File: config.mk
export PLATFORM = sky130hd
export DESIGN_NAME = sortable_array_store_flat
export DESIGN_NICKNAME = d
export VERILOG_FILES = /design/src/rtl/core/sas_pkg.sv /design/src/rtl/core/sas_chan_if.sv /design/src/rtl/core/sas_ram.sv /design/src/rtl/core/sortable_array_store.sv /design/src/flat_wrapper.sv
export SDC_FILE = /design/constraint.sdc
export NUM_CORES = 2
export LEC_CHECK = 0
export ABC_AREA = 1
export BUFFER_PORTS_ARGS = -buffer_cell sky130_fd_sc_hd__buf_4
export CAP_MARGIN = 20
export CELL_PAD_IN_SITES_DETAIL_PLACEMENT = 0
export CELL_PAD_IN_SITES_GLOBAL_PLACEMENT = 1
export CORE_UTILIZATION = 41
export CTS_CLUSTER_DIAMETER = 30
export DETAILED_ROUTE_END_ITERATION = 16
export PLACE_DENSITY = 0.74
export SYNTH_ARGS = -nofsm -noshare
export SYNTH_HDL_FRONTEND = slang
export SYNTH_SLANG_ARGS = --single-unit
File: constraint.sdc
create_clock -name clk -period 4.6 [get_ports clk]
set_clock_uncertainty 0.1 [all_clocks]
set_input_delay 0.92 -clock clk [delete_from_list [all_inputs] [get_ports clk]]
set_output_delay 0.92 -clock clk [all_outputs]
set_load 0.05 [all_outputs]
File: src/rtl/core/sas_pkg.sv
`timescale 1ns / 1ps

package sas_pkg;

  localparam int CAPACITY_DEF = 64;

  localparam int FUNC_W   = 2;
  localparam int VALUE_W  = 32;
  localparam int STATUS_W = 3;
  localparam int POS_W    = 6;

  localparam logic [FUNC_W-1:0] FN_INSERT = 2'd0;
  localparam logic [FUNC_W-1:0] FN_REMOVE = 2'd1;
  localparam logic [FUNC_W-1:0] FN_SORT   = 2'd2;
  localparam logic [FUNC_W-1:0] FN_READ   = 2'd3;

  localparam logic [STATUS_W-1:0] ST_OK        = 3'd0;
  localparam logic [STATUS_W-1:0] ST_NOT_FOUND = 3'd1;
  localparam logic [STATUS_W-1:0] ST_FULL      = 3'd2;
  localparam logic [STATUS_W-1:0] ST_ELEMENT   = 3'd3;
  localparam logic [STATUS_W-1:0] ST_EMPTY     = 3'd4;

endpackage

File: src/rtl/core/sas_chan_if.sv
`timescale 1ns / 1ps

interface sas_req_if;
  logic                               valid;
  logic                               ready;
  logic [sas_pkg::FUNC_W-1:0]         func;
  logic signed [sas_pkg::VALUE_W-1:0] value;

  modport source (output valid, output func, output value, input ready);
  modport sink (input valid, input func, input value, output ready);
endinterface

interface sas_rsp_if;
  logic                               valid;
  logic                               ready;
  logic [sas_pkg::STATUS_W-1:0]       status;
  logic signed [sas_pkg::VALUE_W-1:0] value_res;
  logic [sas_pkg::POS_W-1:0]          position;
  logic                               last;

  modport source (output valid, output status, output value_res, output position,
                  output last, input ready);
  modport sink (input valid, input status, input value_res, input position,
                input last, output ready);
endinterface

File: src/rtl/core/sas_ram.sv
`timescale 1ns / 1ps

module sas_ram #(
  parameter int WIDTH = sas_pkg::VALUE_W,
  parameter int DEPTH = sas_pkg::CAPACITY_DEF
) (
  input  logic                     clk,
  input  logic                     wr_en,
  input  logic [$clog2(DEPTH)-1:0] wr_addr,
  input  logic [WIDTH-1:0]         wr_data,
  input  logic                     rd_en,
  input  logic [$clog2(DEPTH)-1:0] rd_addr,
  output logic [WIDTH-1:0]         rd_data
);

  logic [WIDTH-1:0] mem [DEPTH];

  always_ff @(posedge clk) begin
    if (wr_en) begin
      mem[wr_addr] <= wr_data;
    end
    if (rd_en) begin
      rd_data <= mem[rd_addr];
    end
  end

endmodule

File: src/rtl/core/sortable_array_store.sv
`timescale 1ns / 1ps

// Bounded store of signed 32-bit values with insert, remove, ascending sort and
// read out; the elements live in one memory with a registered read. Insert
// writes its slot directly; remove, sort and read out walk the memory through
// a single read port, taking one item at a time. Remove searches, then closes
// the gap while streaming; sort runs bubble passes, each streaming the unsorted
// part, then writing back the carried maximum; read out fetches each element
// only once the output register is free for it. A new item is taken while the
// previous result still waits on the output register. Insert into a full store
// reports full and changes nothing; remove reports not found when no element
// matches.
module sortable_array_store #(
  parameter int CAPACITY = sas_pkg::CAPACITY_DEF
) (
  input  logic clk,
  input  logic rst,
  sas_req_if.sink   req,
  sas_rsp_if.source rsp
);

  localparam int AW = $clog2(CAPACITY);
  localparam int CW = $clog2(CAPACITY + 1);

  localparam logic [2:0] S_IDLE    = 3'd0;
  localparam logic [2:0] S_SEARCH  = 3'd1;
  localparam logic [2:0] S_SHIFT   = 3'd2;
  localparam logic [2:0] S_SORT    = 3'd3;
  localparam logic [2:0] S_SORT_WB = 3'd4;
  localparam logic [2:0] S_RESP    = 3'd5;
  localparam logic [2:0] S_DUMP    = 3'd6;

  logic [2:0]                         state;
  logic [CW-1:0]                      count;
  logic [CW-1:0]                      ptr;
  logic [AW-1:0]                      idx_d;
  logic                               vld_d;
  logic [AW-1:0]                      lim;
  logic signed [sas_pkg::VALUE_W-1:0] value_q;
  logic signed [sas_pkg::VALUE_W-1:0] carry;
  logic [sas_pkg::STATUS_W-1:0]       res_status;

  logic                               out_valid;
  logic [sas_pkg::STATUS_W-1:0]       out_status;
  logic signed [sas_pkg::VALUE_W-1:0] out_value;
  logic [sas_pkg::POS_W-1:0]          out_position;
  logic                               out_last;

  logic                         rd_en;
  logic                         wr_en;
  logic [AW-1:0]                wr_addr;
  logic [sas_pkg::VALUE_W-1:0]  wr_data;
  logic [sas_pkg::VALUE_W-1:0]  rdata;
  logic                         accept;
  logic                         out_free;
  logic                         out_load;
  logic                         gt;
  logic                         is_last;

  assign accept   = req.valid && req.ready;
  assign out_free = !out_valid || rsp.ready;
  assign out_load = (state == S_RESP && out_free) || (state == S_DUMP && vld_d);
  assign gt       = carry > $signed(rdata);
  assign is_last  = (CW'(idx_d) + CW'(1)) == count;

  assign req.ready     = (state == S_IDLE);
  assign rsp.valid     = out_valid;
  assign rsp.status    = out_status;
  assign rsp.value_res = out_value;
  assign rsp.position  = out_position;
  assign rsp.last      = out_last;

  sas_ram #(
    .WIDTH (sas_pkg::VALUE_W),
    .DEPTH (CAPACITY)
  ) u_ram (
    .clk     (clk),
    .wr_en   (wr_en),
    .wr_addr (wr_addr),
    .wr_data (wr_data),
    .rd_en   (rd_en),
    .rd_addr (ptr[AW-1:0]),
    .rd_data (rdata)
  );

  always_comb begin
    rd_en   = 1'b0;
    wr_en   = 1'b0;
    wr_addr = '0;
    wr_data = carry;
    case (state)
      S_IDLE: begin
        if (accept && req.func == sas_pkg::FN_INSERT && count != CW'(CAPACITY)) begin
          wr_en   = 1'b1;
          wr_addr = count[AW-1:0];
          wr_data = req.value;
        end
      end
      S_SEARCH: begin
        rd_en = ptr < count;
      end
      S_SHIFT: begin
        rd_en = ptr < count;
        // move each later element one place down
        if (vld_d) begin
          wr_en   = 1'b1;
          wr_addr = idx_d - AW'(1);
          wr_data = rdata;
        end
      end
      S_SORT: begin
        rd_en = ptr <= CW'(lim);
        // keep the larger one in carry, drop the smaller one behind it
        if (vld_d && idx_d != '0) begin
          wr_en   = 1'b1;
          wr_addr = idx_d - AW'(1);
          wr_data = gt ? rdata : carry;
        end
      end
      S_SORT_WB: begin
        wr_en   = 1'b1;
        wr_addr = lim;
        wr_data = carry;
      end
      S_DUMP: begin
        rd_en = (ptr < count) && !vld_d && out_free;
      end
      default: begin
        rd_en = 1'b0;
      end
    endcase
  end

  always_ff @(posedge clk) begin
    if (rst) begin
      state     <= S_IDLE;
      count     <= '0;
      vld_d     <= 1'b0;
      out_valid <= 1'b0;
    end else begin
      vld_d <= rd_en;
      if (rd_en) begin
        idx_d <= ptr[AW-1:0];
        ptr   <= ptr + CW'(1);
      end
      if (out_load) begin
        out_valid <= 1'b1;
      end else if (out_valid && rsp.ready) begin
        out_valid <= 1'b0;
      end

      case (state)
        S_IDLE: begin
          if (accept) begin
            value_q <= req.value;
            ptr     <= '0;
            case (req.func)
              sas_pkg::FN_INSERT: begin
                if (count == CW'(CAPACITY)) begin
                  res_status <= sas_pkg::ST_FULL;
                end else begin
                  count      <= count + CW'(1);
                  res_status <= sas_pkg::ST_OK;
                end
                state <= S_RESP;
              end
              sas_pkg::FN_REMOVE: begin
                state <= S_SEARCH;
              end
              sas_pkg::FN_SORT: begin
                res_status <= sas_pkg::ST_OK;
                if (count < CW'(2)) begin
                  state <= S_RESP;
                end else begin
                  lim   <= AW'(count - CW'(1));
                  state <= S_SORT;
                end
              end
              default: begin
                if (count == '0) begin
                  res_status <= sas_pkg::ST_EMPTY;
                  state      <= S_RESP;
                end else begin
                  state <= S_DUMP;
                end
              end
            endcase
          end
        end
        S_SEARCH: begin
          if (vld_d && rdata == value_q) begin
            state <= S_SHIFT;
          end else if (!vld_d && ptr >= count) begin
            res_status <= sas_pkg::ST_NOT_FOUND;
            state      <= S_RESP;
          end
        end
        S_SHIFT: begin
          if (!vld_d && ptr >= count) begin
            count      <= count - CW'(1);
            res_status <= sas_pkg::ST_OK;
            state      <= S_RESP;
          end
        end
        S_SORT: begin
          if (vld_d) begin
            if (idx_d == '0 || !gt) begin
              carry <= rdata;
            end
            if (idx_d == lim) begin
              state <= S_SORT_WB;
            end
          end
        end
        S_SORT_WB: begin
          if (lim == AW'(1)) begin
            state <= S_RESP;
          end else begin
            lim   <= lim - AW'(1);
            ptr   <= '0;
            state <= S_SORT;
          end
        end
        S_RESP: begin
          if (out_free) begin
            out_status   <= res_status;
            out_value    <= '0;
            out_position <= '0;
            out_last     <= 1'b1;
            state        <= S_IDLE;
          end
        end
        S_DUMP: begin
          // a read is issued only when the output register will be free
          if (vld_d) begin
            out_status   <= sas_pkg::ST_ELEMENT;
            out_value    <= rdata;
            out_position <= sas_pkg::POS_W'(idx_d);
            out_last     <= is_last;
            if (is_last) begin
              state <= S_IDLE;
            end
          end
        end
        default: begin
          state <= S_IDLE;
        end
      endcase
    end
  end

endmodule

File: src/flat_wrapper.sv
// flat-port wrapper written by rule: the top's interface ports become plain ports
module sortable_array_store_flat 
#(
  parameter int CAPACITY = sas_pkg::CAPACITY_DEF
)
  (clk, rst, req_valid, req_func, req_value, req_ready, rsp_valid, rsp_status, rsp_value_res, rsp_position, rsp_last, rsp_ready);
  sas_req_if req_i ();
  sas_rsp_if rsp_i ();
  input  logic clk;
  input  logic rst;
  input wire logic [$bits(req_i.valid)-1:0] req_valid;
  input wire logic [$bits(req_i.func)-1:0] req_func;
  input wire logic [$bits(req_i.value)-1:0] req_value;
  output wire logic [$bits(req_i.ready)-1:0] req_ready;
  output wire logic [$bits(rsp_i.valid)-1:0] rsp_valid;
  output wire logic [$bits(rsp_i.status)-1:0] rsp_status;
  output wire logic [$bits(rsp_i.value_res)-1:0] rsp_value_res;
  output wire logic [$bits(rsp_i.position)-1:0] rsp_position;
  output wire logic [$bits(rsp_i.last)-1:0] rsp_last;
  input wire logic [$bits(rsp_i.ready)-1:0] rsp_ready;
  assign req_i.valid = req_valid;
  assign req_i.func = req_func;
  assign req_i.value = req_value;
  assign req_ready = req_i.ready;
  assign rsp_valid = rsp_i.valid;
  assign rsp_status = rsp_i.status;
  assign rsp_value_res = rsp_i.value_res;
  assign rsp_position = rsp_i.position;
  assign rsp_last = rsp_i.last;
  assign rsp_i.ready = rsp_ready;
  sortable_array_store #(.CAPACITY(CAPACITY)) u_core (.clk(clk), .rst(rst), .req(req_i), .rsp(rsp_i));
endmodule
==> summary.txt <==
Status
  – Outcome: finished, final reports clean

Pwr
  – Leakage: 36.8 nW
  – Worst VDD drop: 0.513 mV
  – Power Density: 745 mW/mm²

CTS
  – Worst-path clk slew: 50 ps
  – Root buffer cell: clkbuf_16
  – CTS tree: done
  – Post-CTS resize count: 0
  – H-tree levels: 5
  – Clk buf depth: 4
  – CTS Hold Bufs: 1
  – CTS Buf Count: 435
  – Post-CTS setup buffers: 0
  – # clock sinks: 2220
  – Worst-skew pair later-pin latency: 970 ps

STA
  – Post-route clock period utilization: 87.0%
  – Setup TNS: 0 ps
  – Slew headroom: 20.7%
  – RSZ-0062 raised after global routing: no
  – Final worst path period need: 4000 ps
  – Peak Freq: 250 MHz
  – Final Hold Fails: 0
  – Hold WS: 58.3 ps
  – Setup Viol. Count Final: 0
  – Min setup slack post-route: 600 ps
  – Final Slew Violations: 0
  – Worst Tran Pin Value: 1180 ps

Setup path
  – CP Capture Type: flip-flop
  – CP Launch Type: flip-flop
  – RR Startpoint: u_core.idx_d[0]
  – CP delay by family, top: simple AND/OR/NAND/NOR gates
  – Worst Path Class, Setup: flip-flop to flip-flop
  – R2r worst-path depth: 15
  – Worst Path Buf+Inv: 4
  – Peak fanout along the critical path: 27
  – Slowest cell on the critical path: edfxtp_1
  – Arr. time, crit path: 4510 ps
  – Critical path origin: u_core.idx_d[0]
  – Worst R2R End: u_core.u_ram.mem[14][29]
  – Worst EP required: 5110 ps
  – Register-to-register setup slack: 600 ps
  – Worst path cell trace: inv_1 > ha_1 > nand2_1 > nor2_1 > nand3_1 > nand2_1 > o22ai_2 > inv_2 > nor2_1 > nor3_2 > inv_2 > nor2_2 > nand2_2 > nor2_4 > buf_12
  – Critical Path Max Stage Delay: 510 ps

Detailed routing
  – Vias post-DR: 63300
  – Remaining routing DRC violations: 0
  – Total wire length: 286000 µm
  – DR WL/cell: 27.1 µm
  – Drt first pass iters: 6
  – Via density: 6.01
  – Final ANT Viol Nets: 0
  – Initial DRC Count: 8488

Cells and area
  – Non-filler cells, final: 10500
  – Finished Cell Area: 0.111 mm²
  – # fillers: 18000
  – Layout cells sized above 1: 15.9%
  – Final #Nets: 7406
  – Area occupied by multi-input gates: 0.0219 mm²
  – Most frequent cells in the layout: 2208 x edfxtp_1, 1257 x nor2_1, 1222 x o21ai_0, 447 x clkbuf_16, 359 x o22ai_1
  – Most common cell after layout, fill and taps aside: edfxtp_1
  – Area delta synth->final: 22.9%
  – Register area: 0.0665 mm²

Place
  – DP Area: 0.0962 mm²
  – Gpl congestion: 0.880
  – Pre-CTS setup slack: 632 ps
  – Hpwl dp: 155000 µm
  – Port bufs: 81
  – DP Cell Count: 9731

Die
  – Die Area: 0.222 mm²
  – Die height: 471 µm
  – Cell row count: 171
  – DIE WIDTH: 471 µm
  – Top-level I/O count: 82
  – CORE AREA: 0.218 mm²
  – Initial Utilization: 41.4%

Synthesis
  – Post-synth net total: 7104
  – Syn Inst Count: 7014
  – Yosys warning total: 0
  – Mean post-synth cell area: 12.9 µm²
  – Mapped Area: 0.0902 mm²
  – Register area share after synthesis: 73.8%
  – Synth cell types: 55
  – Yosys reg bits: 2220

Worst hold path
  – Hold Crit Start: req_value[22]
  – Min-Delay Path Class: input port to flip-flop
  – Worst hold path depth: 1
  – Hold Path Sink: u_core.value_q[22]

Global routing
  – Global-route wire length before repair: 412000 µm
  – Initial antenna violation count: 9
  – Tot GR Track Use: 25.3%
  – Largest net degree at the start of global routing: 121
  – Vias in the first global route: 60500
  – GRT Residual Overflow: 0

Flow run
  – Max-cap violations: 0
[layer usage]
metal	GRT usage (%)	part of all wire, %
met1	34.6	39
met2	39.1	46
met3	5.24	11
met4	10.6	3.9
met5	0	0
[through the flow]
step / total power [W] / utilization (%)
after CTS: 0.0824 / 50.9
after global routing: 0.0852 / 50.9
final: 0.0826 / 50.9
after floorplan: 0.0410 / -
after global placement: 0.0507 / 44.1
after detailed placement: 0.0511 / 44.1
[worst max path at each step]
stage,end,slack [ps],cells past startpoint
floorplan,u_core.u_ram.mem[0][30],320,14
global placement,u_core.u_ram.mem[8][10],650,16
detailed placement,u_core.u_ram.rd_data[27],630,8
CTS,u_core.u_ram.mem[1][10],600,18
global route,u_core.u_ram.mem[2][29],470,15
finish,u_core.u_ram.mem[14][29],600,15
[synth_stat cells (all sizes together)]
master	number	area, µm²
a211oi	1	7.51
a21boi	6	48.8
a21o	2	15.0
a21oi	138	691
a22oi	1	7.51
a31oi	3	18.8
a32o	2	20.0
and2	1	6.26
buf	147	769
clkbuf	347	1310
clkinv	4	15.0
dfxtp	12	240
edfxtp	2208	66300
ha	52	651
inv	152	573
nand2	353	1370
nand3	164	831
nand4	59	369
nor2	1332	5030
nor3	51	288
nor4	4	31.3
o211a	1	10.0
o211ai	114	861
o21a	2	15.0
o21ai	1232	6170
o21bai	3	33.8
o221ai	198	1740
o22ai	360	2260
o2bb2ai	1	8.76
o32ai	5	43.8
or2	20	125
xnor2	8	70.1
xor2	31	272
[flip-flops by register name, indices dropped and copies added (netlist names)]
| register | cells |
|---|---|
| u_core.rsp.valid | 1 |
| u_core.vld_d | 1 |
| u_core.u_ram.rd_data | 32 |
| u_core.rsp.status | 3 |
| u_core.lim | 6 |
| u_core.carry | 32 |
| u_core.value_q | 32 |
| u_core.ptr | 7 |
| u_core.idx_d | 6 |
| u_core.rsp.value_res | 32 |
| u_core.u_ram.mem | 2048 |
| u_core.res_status | 3 |
| u_core.rsp.last | 1 |
| u_core.count | 7 |
| u_core.state | 3 |
| u_core.rsp.position | 6 |
[final cells by class]
cell class | count | share of cell area, %
Multi-Input combinational cell | 4144 | 19.7
Sequential cell | 2220 | 60.0
Tap cell | 2854 | 3.22
Timing Repair Buffer | 359 | 3.25
Clock inverter | 299 | 2.96
Inverter | 156 | 0.555
Clock buffer | 495 | 10.3
Antenna cell | 5 | 0.0113
[cells by family (layout without fill, tap and decap cells)]
family	after synthesis	in the layout	synth area share (%)
AO/OA/AOI/OAI	2069	2069	13.2
other	0	5	0
buffers and inverters	650	1309	2.95
AND/OR/NAND/NOR	1984	1984	8.93
flip-flops	2220	2220	73.8
XOR/XNOR	39	39	0.379
adder cells (fa/ha/maj)	52	52	0.721
[power by group]
group	internal [W]	switching (W)	total [W]
Combinational	0.00521	0.0177	0.0229
Sequential	0.0280	0.000361	0.0283
Clock	0.0210	0.0103	0.0313
Total	0.0542	0.0284	0.0826
Note: power is estimated with default switching activity, not from simulation.
